===== config.mk =====
export PLATFORM = sky130hd
export DESIGN_NAME = sevq_ctrl
export DESIGN_NICKNAME = d
export VERILOG_FILES = /design/src/sevq_pkg.sv /design/src/sevq_ctrl.sv
export VERILOG_INCLUDE_DIRS = /design/src /design/src/src
export SDC_FILE = /design/constraint.sdc
export NUM_CORES = 1
export LEC_CHECK = 0
export BUFFER_PORTS_ARGS = -buffer_cell sky130_fd_sc_hd__buf_4
export CAP_MARGIN = 20
export CORE_AREA = 3 3 40 42
export CTS_BUF_LIST = sky130_fd_sc_hd__clkbuf_16
export DETAILED_ROUTE_END_ITERATION = 7
export DIE_AREA = 0 0 43 45
export HOLD_SLACK_MARGIN = 0.03
export PLACE_DENSITY_LB_ADDON = 0.12
export SLEW_MARGIN = 10
export SYNTH_ARGS = -nofsm -noshare
export SYNTH_HDL_FRONTEND = slang
export SYNTH_SLANG_ARGS = --single-unit

===== constraint.sdc =====
create_clock -name clk -period 3.4 [get_ports clk]
set_input_delay 0.68 -clock clk [delete_from_list [all_inputs] [get_ports clk]]
set_output_delay 0.68 -clock clk [all_outputs]
set_load 0.05 [all_outputs]

===== src/sorted_event_queue_assert.svh =====
// Assertion macros shared by the sorted event queue modules.
`ifndef SORTED_EVENT_QUEUE_ASSERT_SVH
`define SORTED_EVENT_QUEUE_ASSERT_SVH

// Same-cycle implication, sampled on clk, off while rst_n is low
`define SEVQ_ASSERT_SAME(label, ante, cons, msg) \
    label: assert property (@(posedge clk) disable iff (!rst_n) (ante) |-> (cons)) \
        else $error(msg);

// Next-cycle implication, sampled on clk, off while rst_n is low
`define SEVQ_ASSERT_NEXT(label, ante, cons, msg) \
    label: assert property (@(posedge clk) disable iff (!rst_n) (ante) |=> (cons)) \
        else $error(msg);

`endif


===== src/sevq_pkg.sv =====
// Types and constants shared by the sorted event queue modules.
package sevq_pkg;

    // Result status codes
    typedef enum logic [1:0] {
        ST_DONE  = 2'd0,
        ST_FULL  = 2'd1,
        ST_EMPTY = 2'd2
    } status_t;

    // Action codes
    localparam logic ACT_SCHEDULE = 1'b0;
    localparam logic ACT_EXTRACT  = 1'b1;

    // Reported next time when the queue holds nothing
    localparam logic signed [31:0] NO_TIME = -32'sd1;

    // Input item
    typedef struct packed {
        logic        action;
        logic [30:0] event_time;
        logic [1:0]  event_kind;
        logic        has_terminal;
        logic [7:0]  terminal_ref;
        logic        has_record;
        logic [7:0]  record_ref;
        logic [15:0] record_version;
    } item_t;

    // Result item
    typedef struct packed {
        status_t            status;
        logic [30:0]        out_time;
        logic [1:0]         out_kind;
        logic               out_has_terminal;
        logic [7:0]         out_terminal_ref;
        logic               out_has_record;
        logic [7:0]         out_record_ref;
        logic [15:0]        out_record_version;
        logic signed [31:0] next_time;
        logic [6:0]         pending_count;
    } result_t;

    // One stored event
    typedef struct packed {
        logic [30:0] event_time;
        logic [1:0]  event_kind;
        logic        has_terminal;
        logic [7:0]  terminal_ref;
        logic        has_record;
        logic [7:0]  record_ref;
        logic [15:0] record_version;
    } entry_t;

    // Which logical slot the memory read addresses
    typedef enum logic [1:0] {
        RD_SCAN  = 2'd0,
        RD_HEAD0 = 2'd1,
        RD_HEAD1 = 2'd2
    } rd_sel_t;

    // Controller states
    typedef enum logic [2:0] {
        S_IDLE    = 3'd0,
        S_INS_RD  = 3'd1,
        S_INS_CMP = 3'd2,
        S_EXT_RD0 = 3'd3,
        S_EXT_RD1 = 3'd4,
        S_EXT_FIN = 3'd5,
        S_REPORT  = 3'd6
    } state_t;

    // Commands from controller to datapath
    typedef struct packed {
        logic    load;
        status_t load_status;
        logic    rd_en;
        rd_sel_t rd_sel;
        logic    wr_shift;
        logic    wr_new;
        logic    dec_k;
        logic    ins_commit;
        logic    ext_capture;
        logic    ext_commit;
        logic    emit;
    } ctrl_cmd_t;

    // Status from datapath to controller
    typedef struct packed {
        logic full;
        logic empty;
        logic k_zero;
        logic rd_gt;
    } dp_stat_t;

endpackage


===== src/sevq_ctrl.sv =====
// Controller: sequences the insertion scan and the extract reads.
module sevq_ctrl (
    input  logic                clk,
    input  logic                rst_n,
    input  logic                start,
    input  logic                action,
    input  sevq_pkg::dp_stat_t  stat,
    output sevq_pkg::ctrl_cmd_t cmd,
    output logic                busy
);

    sevq_pkg::state_t state_reg, state_next;

    // Next state
    always_comb
    begin
        state_next = state_reg;
        case (state_reg)
            sevq_pkg::S_IDLE:
            begin
                if (start)
                begin
                    if (action == sevq_pkg::ACT_SCHEDULE && !stat.full)
                    begin
                        state_next = sevq_pkg::S_INS_RD;
                    end
                    else if (action == sevq_pkg::ACT_EXTRACT && !stat.empty)
                    begin
                        state_next = sevq_pkg::S_EXT_RD0;
                    end
                    else
                    begin
                        state_next = sevq_pkg::S_REPORT;
                    end
                end
            end
            sevq_pkg::S_INS_RD:
            begin
                state_next = stat.k_zero ? sevq_pkg::S_REPORT : sevq_pkg::S_INS_CMP;
            end
            sevq_pkg::S_INS_CMP:
            begin
                state_next = stat.rd_gt ? sevq_pkg::S_INS_RD : sevq_pkg::S_REPORT;
            end
            sevq_pkg::S_EXT_RD0: state_next = sevq_pkg::S_EXT_RD1;
            sevq_pkg::S_EXT_RD1: state_next = sevq_pkg::S_EXT_FIN;
            sevq_pkg::S_EXT_FIN: state_next = sevq_pkg::S_REPORT;
            sevq_pkg::S_REPORT:  state_next = sevq_pkg::S_IDLE;
            default:             state_next = sevq_pkg::S_IDLE;
        endcase
    end

    // Command outputs
    always_comb
    begin
        cmd = '0;
        cmd.load_status = sevq_pkg::ST_DONE;
        cmd.rd_sel      = sevq_pkg::RD_SCAN;
        case (state_reg)
            sevq_pkg::S_IDLE:
            begin
                if (start)
                begin
                    cmd.load = 1'b1;
                    if (action == sevq_pkg::ACT_SCHEDULE && stat.full)
                    begin
                        cmd.load_status = sevq_pkg::ST_FULL;
                    end
                    else if (action == sevq_pkg::ACT_EXTRACT && stat.empty)
                    begin
                        cmd.load_status = sevq_pkg::ST_EMPTY;
                    end
                end
            end
            sevq_pkg::S_INS_RD:
            begin
                if (stat.k_zero)
                begin
                    cmd.wr_new     = 1'b1;
                    cmd.ins_commit = 1'b1;
                end
                else
                begin
                    cmd.rd_en  = 1'b1;
                    cmd.rd_sel = sevq_pkg::RD_SCAN;
                end
            end
            // Later event moves up one slot, else the new one lands here
            sevq_pkg::S_INS_CMP:
            begin
                if (stat.rd_gt)
                begin
                    cmd.wr_shift = 1'b1;
                    cmd.dec_k    = 1'b1;
                end
                else
                begin
                    cmd.wr_new     = 1'b1;
                    cmd.ins_commit = 1'b1;
                end
            end
            sevq_pkg::S_EXT_RD0:
            begin
                cmd.rd_en  = 1'b1;
                cmd.rd_sel = sevq_pkg::RD_HEAD0;
            end
            sevq_pkg::S_EXT_RD1:
            begin
                cmd.rd_en       = 1'b1;
                cmd.rd_sel      = sevq_pkg::RD_HEAD1;
                cmd.ext_capture = 1'b1;
            end
            sevq_pkg::S_EXT_FIN: cmd.ext_commit = 1'b1;
            sevq_pkg::S_REPORT:  cmd.emit = 1'b1;
            default:             cmd.emit = 1'b0;
        endcase
    end

    // State register
    always_ff @(posedge clk or negedge rst_n)
    begin
        if (!rst_n)
        begin
            state_reg <= sevq_pkg::S_IDLE;
        end
        else
        begin
            state_reg <= state_next;
        end
    end

    assign busy = (state_reg != sevq_pkg::S_IDLE);

`include "sorted_event_queue_assert.svh"

    `SEVQ_ASSERT_NEXT(a_accept_busy, start && !busy, busy, "accepted transfer did not raise busy")
    `SEVQ_ASSERT_SAME(a_cmp_after_rd, state_reg == sevq_pkg::S_INS_CMP, $past(state_reg) == sevq_pkg::S_INS_RD, "compare without read")

endmodule


# Yosys cells after proc, flatten, opt, wreduce, memory -nomap -nowiden
# Cells that the tools add are included.
# op_classes
eq_ne	7
n_reduce_logical	8
bitwise_logic	1
mux	20
# op_table
operator	n
2-to-1 mux 3 bit	8
one-hot mux 3 bit (6 select lines)	1
== test 3 bit (second input constant)	3
one-hot mux 3 bit (3 select lines)	1
2-to-1 mux 1 bit	7
== test 3 x 2 -> 1 bit (second input constant)	2
logical AND 1 bit	4
2-to-1 mux 2 bit	2
== test 3 x 1 -> 1 bit (second input constant)	1
logical NOT 3 bit	1
nonzero test 3 bit	1
logical NOT 1 bit	2
inequality test 2 bit (second input constant)	1
one-hot mux 1 bit (2 select lines)	1
inverter 1 bit	1
# word_totals
ff_bits	3
out_inout_bits	14
elab_cells	37
input_bits	8

# Logic depth before layout (Yosys ltp)
# Gate-level depths: netlist of the first run.
# logic_depth
ltp_word	6
ltp_mapped	5
ltp_nobuf	3

# Least setup slack after synthesis of the first run
# No wires, ideal clock.
# synth_timing
path_type	flip-flop to output port
from	register state_reg[1]
to	output cmd[9] (netlist name)
n_path_buf	1
path_stages_with_launch	4
required_time_ns	2.720
slack_ns	0.523
arrival_time_ns	2.197
path_cell_list	dfrtp_1 -> clkbuf_1 -> nor3_1 -> a21o_1
# synth_rtl
item	line_no	text
start, declared	sevq_ctrl.sv:12	sevq_pkg::state_t state_reg, state_next;
start signal, assigned	sevq_ctrl.sv:124	state_reg <= sevq_pkg::S_IDLE;
start signal, assigned	sevq_ctrl.sv:128	state_reg <= state_next;
end, declared	sevq_ctrl.sv:8	output sevq_pkg::ctrl_cmd_t cmd,

==> results of run 1 <==
==> layout make-up <==
class                           count  share of cell area [%]
Timing Repair Buffer               21                    30.1
Inverter                            4                    2.86
Clock buffer                        3                    14.3
Multi-Input combinational cell     29                    34.1
Clock inverter                      1                   0.716
Tap cell                           15                    3.58
Sequential cell                     3                    14.3
==> worst max-delay path, cell delays in order (launching register included) <==
cell and delay (ns):
dfrtp_1 0.50, nor3_1 0.33, nand2_1 0.13, nor3b_1 0.19
buf_4 0.23
==> Yosys cell counts <==
| cell | instances |
|---|---|
| inv_1 | 4 |
| nor2_1 | 4 |
| nor3b_1 | 4 |
| and3_1 | 3 |
| buf_4 | 3 |
| dfrtp_1 | 3 |
| nor3_1 | 3 |
| a21oi_1 | 2 |
| nand2_1 | 2 |
| nor2b_1 | 2 |
| o21ai_0 | 2 |
| a211oi_1 | 1 |
| a21boi_0 | 1 |
| a21o_1 | 1 |
| buf_2 | 1 |
| clkbuf_1 | 1 |
| mux2i_1 | 1 |
| o211ai_1 | 1 |
| o31a_2 | 1 |
| or4b_1 | 1 |
==> cells by family after synthesis <==
| family | Yosys count |
|---|---|
| simple gates | 19 |
| buf+inv | 9 |
| flops | 3 |
| compound gates | 9 |
| mux | 1 |
==> worst min path at each step <==
stage               startpoint                  endpoint  slack [ns]  cells past startpoint
global placement         rst_n  state_reg[2]$_DFFE_PN0P_        0.47                      1
floorplan                rst_n  state_reg[0]$_DFFE_PN0P_        0.38                      0
detailed placement       rst_n  state_reg[2]$_DFFE_PN0P_        0.47                      1
CTS                      rst_n  state_reg[1]$_DFFE_PN0P_        0.24                      1
global route             rst_n  state_reg[2]$_DFFE_PN0P_        0.24                      1
finish                   rst_n  state_reg[2]$_DFFE_PN0P_        0.24                      1
==> stage by stage <==
stage | hold WS [ns] | worst slack, ns | instances | cell area [um^2] | util [%]
6_report | 0.239 | 1.12 | 76 | 524 | 40.8
5_1_grt | 0.239 | 1.01 | 76 | 524 | 40.8
4_1_cts | 0.237 | 1.11 | 76 | 524 | 40.8
2_1_floorplan | 0.384 | 0.523 | 41 | 300 | -
3_3_place_gp | 0.470 | 1.34 | 72 | 445 | 34.7
3_5_place_dp | 0.470 | 1.33 | 72 | 445 | 34.7
==> per-layer routing <==
layer,vias to the layer above,part of all wire [%]
met1,141,47
li1,179,-
met4,0,0
met5,-,0
met2,16,41
met3,0,12
==> flow_summary.yaml, run 1 <==
outcome:
  status: "complete, no violations"
sta:
  worst_slew_pin_slew_ns: 0.366
  fin_tns_setup_ns: 0
  timing.fmax_ghz: 0.439
  layout_min_cycle_time_ns: 2.28
  slew_headroom_pct: 75.6
  finalCritPeriodShare_pct: 67.0
  rsz0062_at_grt: "no"
  drv_slew: 0
  finalClockSkew_ns: 0.000683
  finalHoldViolCount: 0
  setup_viol: 0
grt:
  grt_pass1_vias: 289
  antenna_found_initial: 0
  grt_pass1_wl_mm: 1.15
  globalRouteMet3Util_pct: 4.38
  grtUsageTotal_pct: 8.33
  met1_usage_pct: 9.90
  top_usage_layer: "met2"
  grt_max_degree: 15
  grt-ovfl-total: 0
  met2_usage_pct: 11.7
cells_and_area:
  layout-drive-gt1-share_pct: 41.0
  final_common_cell: "buf_4"
  n_antenna_cell: 0
  largest_reg_flops: 3
  final_cell_mix: "21 x buf_4, 5 x inv_1, 4 x nor3b_1, 4 x nor2_1"
  multi_input_area_um2: 179
  seq_area_um2: 75.1
  area_growth_syn_to_layout_pct: 74.6
  fin_nets: 70
  fill_cells: 138
cts:
  cts_root_buf: "clkbuf_16"
  cts_tree: "done"
  htree_num_levels: 1
  post_cts_buffers: 0
  clockBufferDepth: 2
  numCtsBuffers: 3
  cts.sinks: 3
  clkSlewWorstSetupHoldPaths_ns: 0.03
  clk_latency_ns: 0.22
  ctsHoldBuffers: 0
  cts_resized: 0
detailed_routing:
  routedWlPerCell_um: 10.3
  vias: 336
  drt-initial-drc-count: 5
  first_pass_iters: 2
  drc: 0
  wl_um: 785
  final_antenna_net_count: 0
  vias_per_cell: 4.42
setup_path:
  cp-end-kind: "output port"
  reg2reg_from: "state_reg[1]$_DFFE_PN0P_"
  cp.arrival_ns: 1.60
  worstSetupEndpoint: "cmd[10]"
  reg2reg_depth: 2
  r2r_slack_ns: 2.07
  critPathLaunch: "state_reg[0]$_DFFE_PN0P_"
  worst-setup-path-type: "reg -> out"
  worstReg2RegEnd: "state_reg[2]$_DFFE_PN0P_"
  path_max_fanout: 13
  required_ns: 2.72
  start_kind: "flip-flop"
floorplanning:
  chipWidth_um: 43
  core_um2: 1280
  rows: 13
  start_util_pct: 23.4
  ios: 22
  dieArea_um2: 1940
  die_h_um: 45
synthesis:
  yosys_register_bits: 3
  syn_area_um2: 300
  synthAdderAreaFrac_pct: 0
  synth_top_area_share_pct: 25.0
  syn_nets: 49
  synthSimpleGateAreaFrac_pct: 36.2
  synth.distinct_cells: 20
  yosysWarnings: 0
  yosys-top-cells-area: "dfrtp_1 25%, nor3b_1 10%, buf_4 7.5%, and3_1 6.3%, nor3_1 5.0%"
  syn_avg_cell_area_um2: 7.32
  synth_xor_area_share_pct: 0
  synth-compound-area-share_pct: 20.0
  synth_top_family_by_area: "simple AND/OR/NAND/NOR gates"
  syn-instance-count: 41
  synthMuxAreaShare_pct: 3.33
  synth.largest_area_cell: "dfrtp_1"
  ys_seq_area_share_pct: 25.0
place:
  gp_congestion: 0.721
  port_buffers: 21
hold_path:
  hold_path.class: "in -> async"
flow_run:
  drv_cap: 0
Power of run 1 is left out: the tool's default activity adds up to more than one toggle a clock period on the data nets, which glitch-free logic cannot reach.
==> inputs of run 2 (changes only) <==
- ABC_AREA: not set -> 1
- clock period: 3.4 -> 2.3 ns (I/O delays scaled with it)
==> run 2 against run 1 <==
Against the previous run:
- non-clock buffer count is 1 higher
- sequential share of layout area is 1.0 points lower
- global-route usage is 1.4 points higher
- critical path depth stayed put
- hold slack better by 0.32 ns
- cell area is 7.6% higher
- synthesized area is 7.1% higher
- utilization is 3.1 points higher
- highest routed layer unchanged
==> flow_summary.yaml, run 2 <==
hold_path:
  hold_path.class: "in -> async"
setup_path:
  worst-path-buf-inv: 1
  required_ns: 1.84
  max_stage_delay_ns: 0.43
  worstReg2RegEnd: "state_reg[2]$_DFFE_PN0P_"
  reg2reg_from: "state_reg[0]$_DFFE_PN0P_"
  r2r_slack_ns: 1.17
  cp_slowest_cell: "dfrtp_1"
  cp.arrival_ns: 1.42
  worst-setup-path-type: "reg -> out"
  start_kind: "flip-flop"
  cp-end-kind: "output port"
  path_max_fanout: 6
  reg2reg_depth: 4
  crit_chain: "nor2_2 -> nand2_2 -> nor3_2 -> buf_4"
  cp_top_family: "simple AND/OR/NAND/NOR gates"
cells_and_area:
  fin_nets: 86
  layout-drive-gt1-share_pct: 44.2
  final_common_cell: "buf_4"
  n_antenna_cell: 0
  largest_reg_flops: 3
  final_cell_mix: "21 x buf_4, 12 x inv_1, 10 x nand2_1, 7 x nor2_1, 6 x nand3_1"
  area_growth_syn_to_layout_pct: 75.5
detailed_routing:
  wl_um: 802
  drt-initial-drc-count: 2
  final_antenna_net_count: 0
  drc: 0
  routedWlPerCell_um: 8.72
  first_pass_iters: 2
  vias: 378
  vias_per_cell: 4.11
power:
  power.clock.fraction_pct: 25.0
  p_int_mw: 0.496
  powerDensity_nw_per_um2: 1910
  p_leak_nw: 0.339
  combPwrFrac_pct: 63.8
  p_seq_share_pct: 11.2
  power_switching_mw: 0.579
  switching_share_pct: 53.9
  peakVddDrop_mv: 0.833
sta:
  worst_slew_pin_slew_ns: 0.288
  timing.fmax_ghz: 0.532
  hold_ws_ns: 0.556
  finalCritPeriodShare_pct: 81.7
  setup_viol: 0
  slew_headroom_pct: 80.8
  layout_min_cycle_time_ns: 1.88
  finalClockSkew_ns: 0.0000663
  drv_slew: 0
  fin_tns_setup_ns: 0
  rsz0062_at_grt: "no"
  finalHoldViolCount: 0
outcome:
  status: "complete, no violations"
synthesis:
  syn_nets: 62
  synth_most_common_cell: "inv_1"
  yosysWarnings: 0
  yosys_register_bits: 3
  ys_seq_area_share_pct: 23.3
  synthSimpleGateAreaFrac_pct: 49.8
  synth_top_family_by_area: "simple AND/OR/NAND/NOR gates"
  synth-compound-area-share_pct: 4.67
  synth_edf_count: 0
  syn_area_um2: 322
  synth_flop_cell: "dfrtp_1"
  syn-instance-count: 54
  netlist_top_cells_count: "11 x inv_1, 10 x nand2_1, 7 x nor2_1"
  yosys-top-cells-area: "dfrtp_1 23%, inv_1 13%, nand2_1 12%, nand3_1 9.3%, nor2_1 8.2%"
  synth.distinct_cells: 15
  async_flop_share_pct: 100
  synth.largest_area_cell: "dfrtp_1"
  synth_xor_area_share_pct: 0
  synth_top_area_share_pct: 23.3
  synthMuxAreaShare_pct: 0
  syn_avg_cell_area_um2: 5.95
  synthAdderAreaFrac_pct: 0
place:
  port_buffers: 21
  hpwl_um: 652
  gp_congestion: 0.706
cts:
  numCtsBuffers: 3
  clk_latency_ns: 0.22
  htree_num_levels: 1
  cts.sinks: 3
  clkSlewWorstSetupHoldPaths_ns: 0.03
  clockBufferDepth: 2
  cts_root_buf: "clkbuf_16"
  cts_tree: "done"
flow_run:
  drv_cap: 0
grt:
  antenna_found_initial: 0
  grtUsageTotal_pct: 9.77
  grt_pass1_vias: 345
  grt-ovfl-total: 0
  grt_max_degree: 9
  grt_pass1_wl_mm: 1.35
floorplanning:
  rows: 13
  chipWidth_um: 43
  dieArea_um2: 1940
  die_h_um: 45
  ios: 22
  core_um2: 1280
  start_util_pct: 25.0
## run 2: cell types whose count changed after synthesis, moves of 4 or more
cell and change:
nand3_1 +6, inv_1 +7, nand2_1 +8, nor3b_1 -4
## run 2: repair_timing
action | CTS | global route
endpoints found under the hold margin | 3 | 0
setup endpoints to repair | 0 | 0
hold buffers | 1 | 0
buffers inserted | 0 | 0
resized for setup | 0 | 0
## run 2: worst max path at each step
stage                                        start       to  slack (ns)  depth (start not counted)
after floorplan           state_reg[0]$_DFFE_PN0P_  cmd[12]        0.18                          3
after global placement    state_reg[0]$_DFFE_PN0P_  cmd[12]        0.69                          4
after detailed placement  state_reg[0]$_DFFE_PN0P_  cmd[11]        0.67                          4
after CTS                 state_reg[0]$_DFFE_PN0P_  cmd[11]        0.42                          4
after global routing      state_reg[0]$_DFFE_PN0P_  cmd[12]        0.32                          4
final                     state_reg[0]$_DFFE_PN0P_  cmd[11]        0.42                          4
## run 2: logic make-up (layout without fill, tap and decap cells)
| kind of cell | after synthesis | after routing |
|---|---|---|
| and+or+nand+nor | 32 | 32 |
| buffers and inverters | 16 | 39 |
| DFF | 3 | 3 |
| AOI/OAI and AO/OA | 3 | 3 |
## run 2: routing by layer
metal / global-route usage (%) / up-vias / routed length (um)
li1: - / 206 / -
met1: 11.4 / 162 / 371
met2: 13.2 / 10 / 375
met3: 4.38 / 0 / 55
met4: 9.04 / 0 / 0
met5: 0 / - / 0
## run 2: layout make-up
type                            instances  area (um^2)
Multi-Input combinational cell         35          175
Sequential cell                         3         75.1
Inverter                               13         48.8
Fill cell                             144          721
Timing Repair Buffer                   22          168
Clock inverter                          1         3.75
Clock buffer                            3         75.1
Tap cell                               15         18.8
## run 2: power by group through the flow
stage	Sequential, mW	Clock, mW	Combinational, mW
floorplan	0.114	0	0.537
global placement	0.122	0	0.692
detailed placement	0.120	0	0.690
CTS	0.121	0.276	0.693
global route	0.127	0.284	0.739
finish	0.121	0.269	0.686
## run 2: stage by stage
| stage | instances | total power, mW | instance area [um^2] | worst slack, ns | util (%) |
|---|---|---|---|---|---|
| final | 92 | 1.08 | 564 | 0.422 | 43.9 |
| after global routing | 92 | 1.15 | 564 | 0.315 | 43.9 |
| after CTS | 92 | 1.09 | 564 | 0.416 | 43.9 |
| after detailed placement | 87 | 0.810 | 475 | 0.670 | 37.0 |
| after global placement | 87 | 0.814 | 475 | 0.690 | 37.0 |
| after floorplan | 54 | 0.651 | 322 | 0.179 | - |
Power figures use the tool's default switching activity.
==> inputs of run 3 (changes only) <==
- ABC_AREA: 1 -> 0
- clock period: 2.3 -> 1.6 ns (I/O delays scaled with it)
==> run 3 against run 2 <==
Against the previous run:
- critical endpoint is now cmd[10]
- global-route usage is 0.72 points higher
- the flow now finishes with violations (negative setup slack)
- first-iteration DRC count stayed put
- wire length is 20% higher
- cell count is 4.3% lower
- clock skew is 0.0016 ns higher
- highest routed layer unchanged
==> flow_summary.yaml, run 3 (synthesis results as in run 1) <==
cells_and_area:
  fin_cells: 88
  seq_area_um2: 75.1
  final_cell_area_um2: 792
  final_common_cell: "buf_4"
  final_util_pct: 61.6
  fin_nets: 82
  multi_input_area_um2: 277
  area_growth_syn_to_layout_pct: 164
  fill_cells: 116
  layout-drive-gt1-share_pct: 69.9
  largest_reg_flops: 3
  final_cell_mix: "15 x buf_4, 14 x buf_6"
  n_antenna_cell: 0
setup_path:
  required_ns: 1.28
  cp-end-kind: "output port"
  cp.arrival_ns: 1.32
  path_max_fanout: 3
  start_kind: "flip-flop"
  worst-setup-path-type: "reg -> out"
place:
  placed_area_um2: 532
  place_ws_ns: 0.0743
  hpwl_um: 662
  port_buffers: 21
  gp_congestion: 0.702
  place_inst: 77
cts:
  cts.sinks: 3
  cts_tree: "done"
  cts_root_buf: "clkbuf_16"
  clockBufferDepth: 2
  clkSlewWorstSetupHoldPaths_ns: 0.03
  numCtsBuffers: 3
  htree_num_levels: 1
  clk_latency_ns: 0.22
detailed_routing:
  routedWlPerCell_um: 10.9
  first_pass_iters: 2
  final_antenna_net_count: 0
  vias: 397
  drc: 0
  drt-initial-drc-count: 2
  vias_per_cell: 4.51
  wl_um: 960
hold_path:
  hold_path.class: "in -> reg"
grt:
  antenna_found_initial: 0
  grt-ovfl-total: 0
  grt_pass1_wl_mm: 1.56
  grt_max_degree: 9
  grt_pass1_vias: 377
  grtUsageTotal_pct: 10.5
floorplanning:
  die_h_um: 45
  rows: 13
  ios: 22
  chipWidth_um: 43
  start_util_pct: 23.4
  dieArea_um2: 1940
  core_um2: 1280
sta:
  worst_slew_pin_slew_ns: 0.163
  rsz0062_at_grt: "yes"
  finalClockSkew_ns: 0.00167
  fin_ws_ns: -0.0386
  finalHoldViolCount: 0
  finalCritPeriodShare_pct: 102
  drv_slew: 0
  timing.fmax_ghz: 0.610
  layout_min_cycle_time_ns: 1.64
  slew_headroom_pct: 88.8
  setup_viol: 4
outcome:
  violations: "negative setup slack"
  status: "finished with violations"
flow_run:
  drv_cap: 0
power:
  peakVddDrop_mv: 1.50
  p_leak_nw: 0.382
  powerDensity_nw_per_um2: 2520
run 3: cell count changes in the layout (fill, tap and decap cells not counted), moves of 5 or more:
cell	change
nand2_1	-9
buf_4	-6
nand3_1	-6
buf_6	+14
inv_1	-9
nor2_1	-5
run 3: worst max-delay path, stage by stage, from the launching register on:
cell and delay (ns):
dfrtp_1 0.40, nor3_4 0.22, nand2_2 0.11, nor3b_4 0.19
buf_6 0.18
run 3: routing by layer:
layer	part of all wire, %	vias to the layer above	GRT usage (%)
met4	0	0	1.81
met3	8.5	0	5.18
met5	0	-	0
met2	49	14	15.9
met1	42	179	13.7
li1	-	204	-
run 3: timing repair:
action | CTS | global route
endpoints found under the setup margin | 8 | 10
hold buffers | 1 | 0
hold endpoints to repair | 3 | 0
buffers inserted | 3 | 3
pin swaps | 3 | 6
gates resized for setup | 14 | 20
run 3: through the flow:
| stage | total power [mW] | TNS [ns] | hold WS [ns] |
|---|---|---|---|
| 2_1_floorplan | 0.971 | -0.654 | 0.0244 |
| 3_5_place_dp | 1.25 | 0 | 0.111 |
| 6_report | 1.99 | -0.0933 | 0.412 |
| 5_1_grt | 2.12 | -0.538 | 0.412 |
| 3_3_place_gp | 1.25 | 0 | 0.111 |
| 4_1_cts | 1.79 | -0.112 | 0.408 |
run 3: where the power goes:
part           leakage (nW)  internal (mW)  switching, mW  total, mW
sequential           0.0356          0.116         0.0427      0.159
clock                0.0423          0.322         0.0647      0.387
combinational         0.304          0.623          0.825       1.45
run 3: path summary, 6_finish.rpt:
| check | startpoint | endpoint | slack, ns | cells after the start |
|---|---|---|---|---|
| worst max register to register | state_reg[2]$_DFFE_PN0P_ | state_reg[2]$_DFFE_PN0P_ | 0.08 | 4 |
| max in group asynchronous | rst_n | state_reg[0]$_DFFE_PN0P_ | 1.08 | 2 |
| worst min register to register | state_reg[0]$_DFFE_PN0P_ | state_reg[0]$_DFFE_PN0P_ | 0.76 | 3 |
| min in group asynchronous | rst_n | state_reg[2]$_DFFE_PN0P_ | 0.42 | 2 |
| worst min-delay path | stat[0] | state_reg[1]$_DFFE_PN0P_ | 0.41 | 3 |
| worst max-delay path | state_reg[2]$_DFFE_PN0P_ | cmd[10] | -0.04 | 4 |
run 3: final cells by class:
cell class | count | area share [%]
Clock buffer | 3 | 9.48
Clock inverter | 1 | 0.474
Inverter | 4 | 2.21
Multi-Input combinational cell | 29 | 34.9
Sequential cell | 3 | 9.48
Tap cell | 15 | 2.37
Timing Repair Buffer | 33 | 41.1
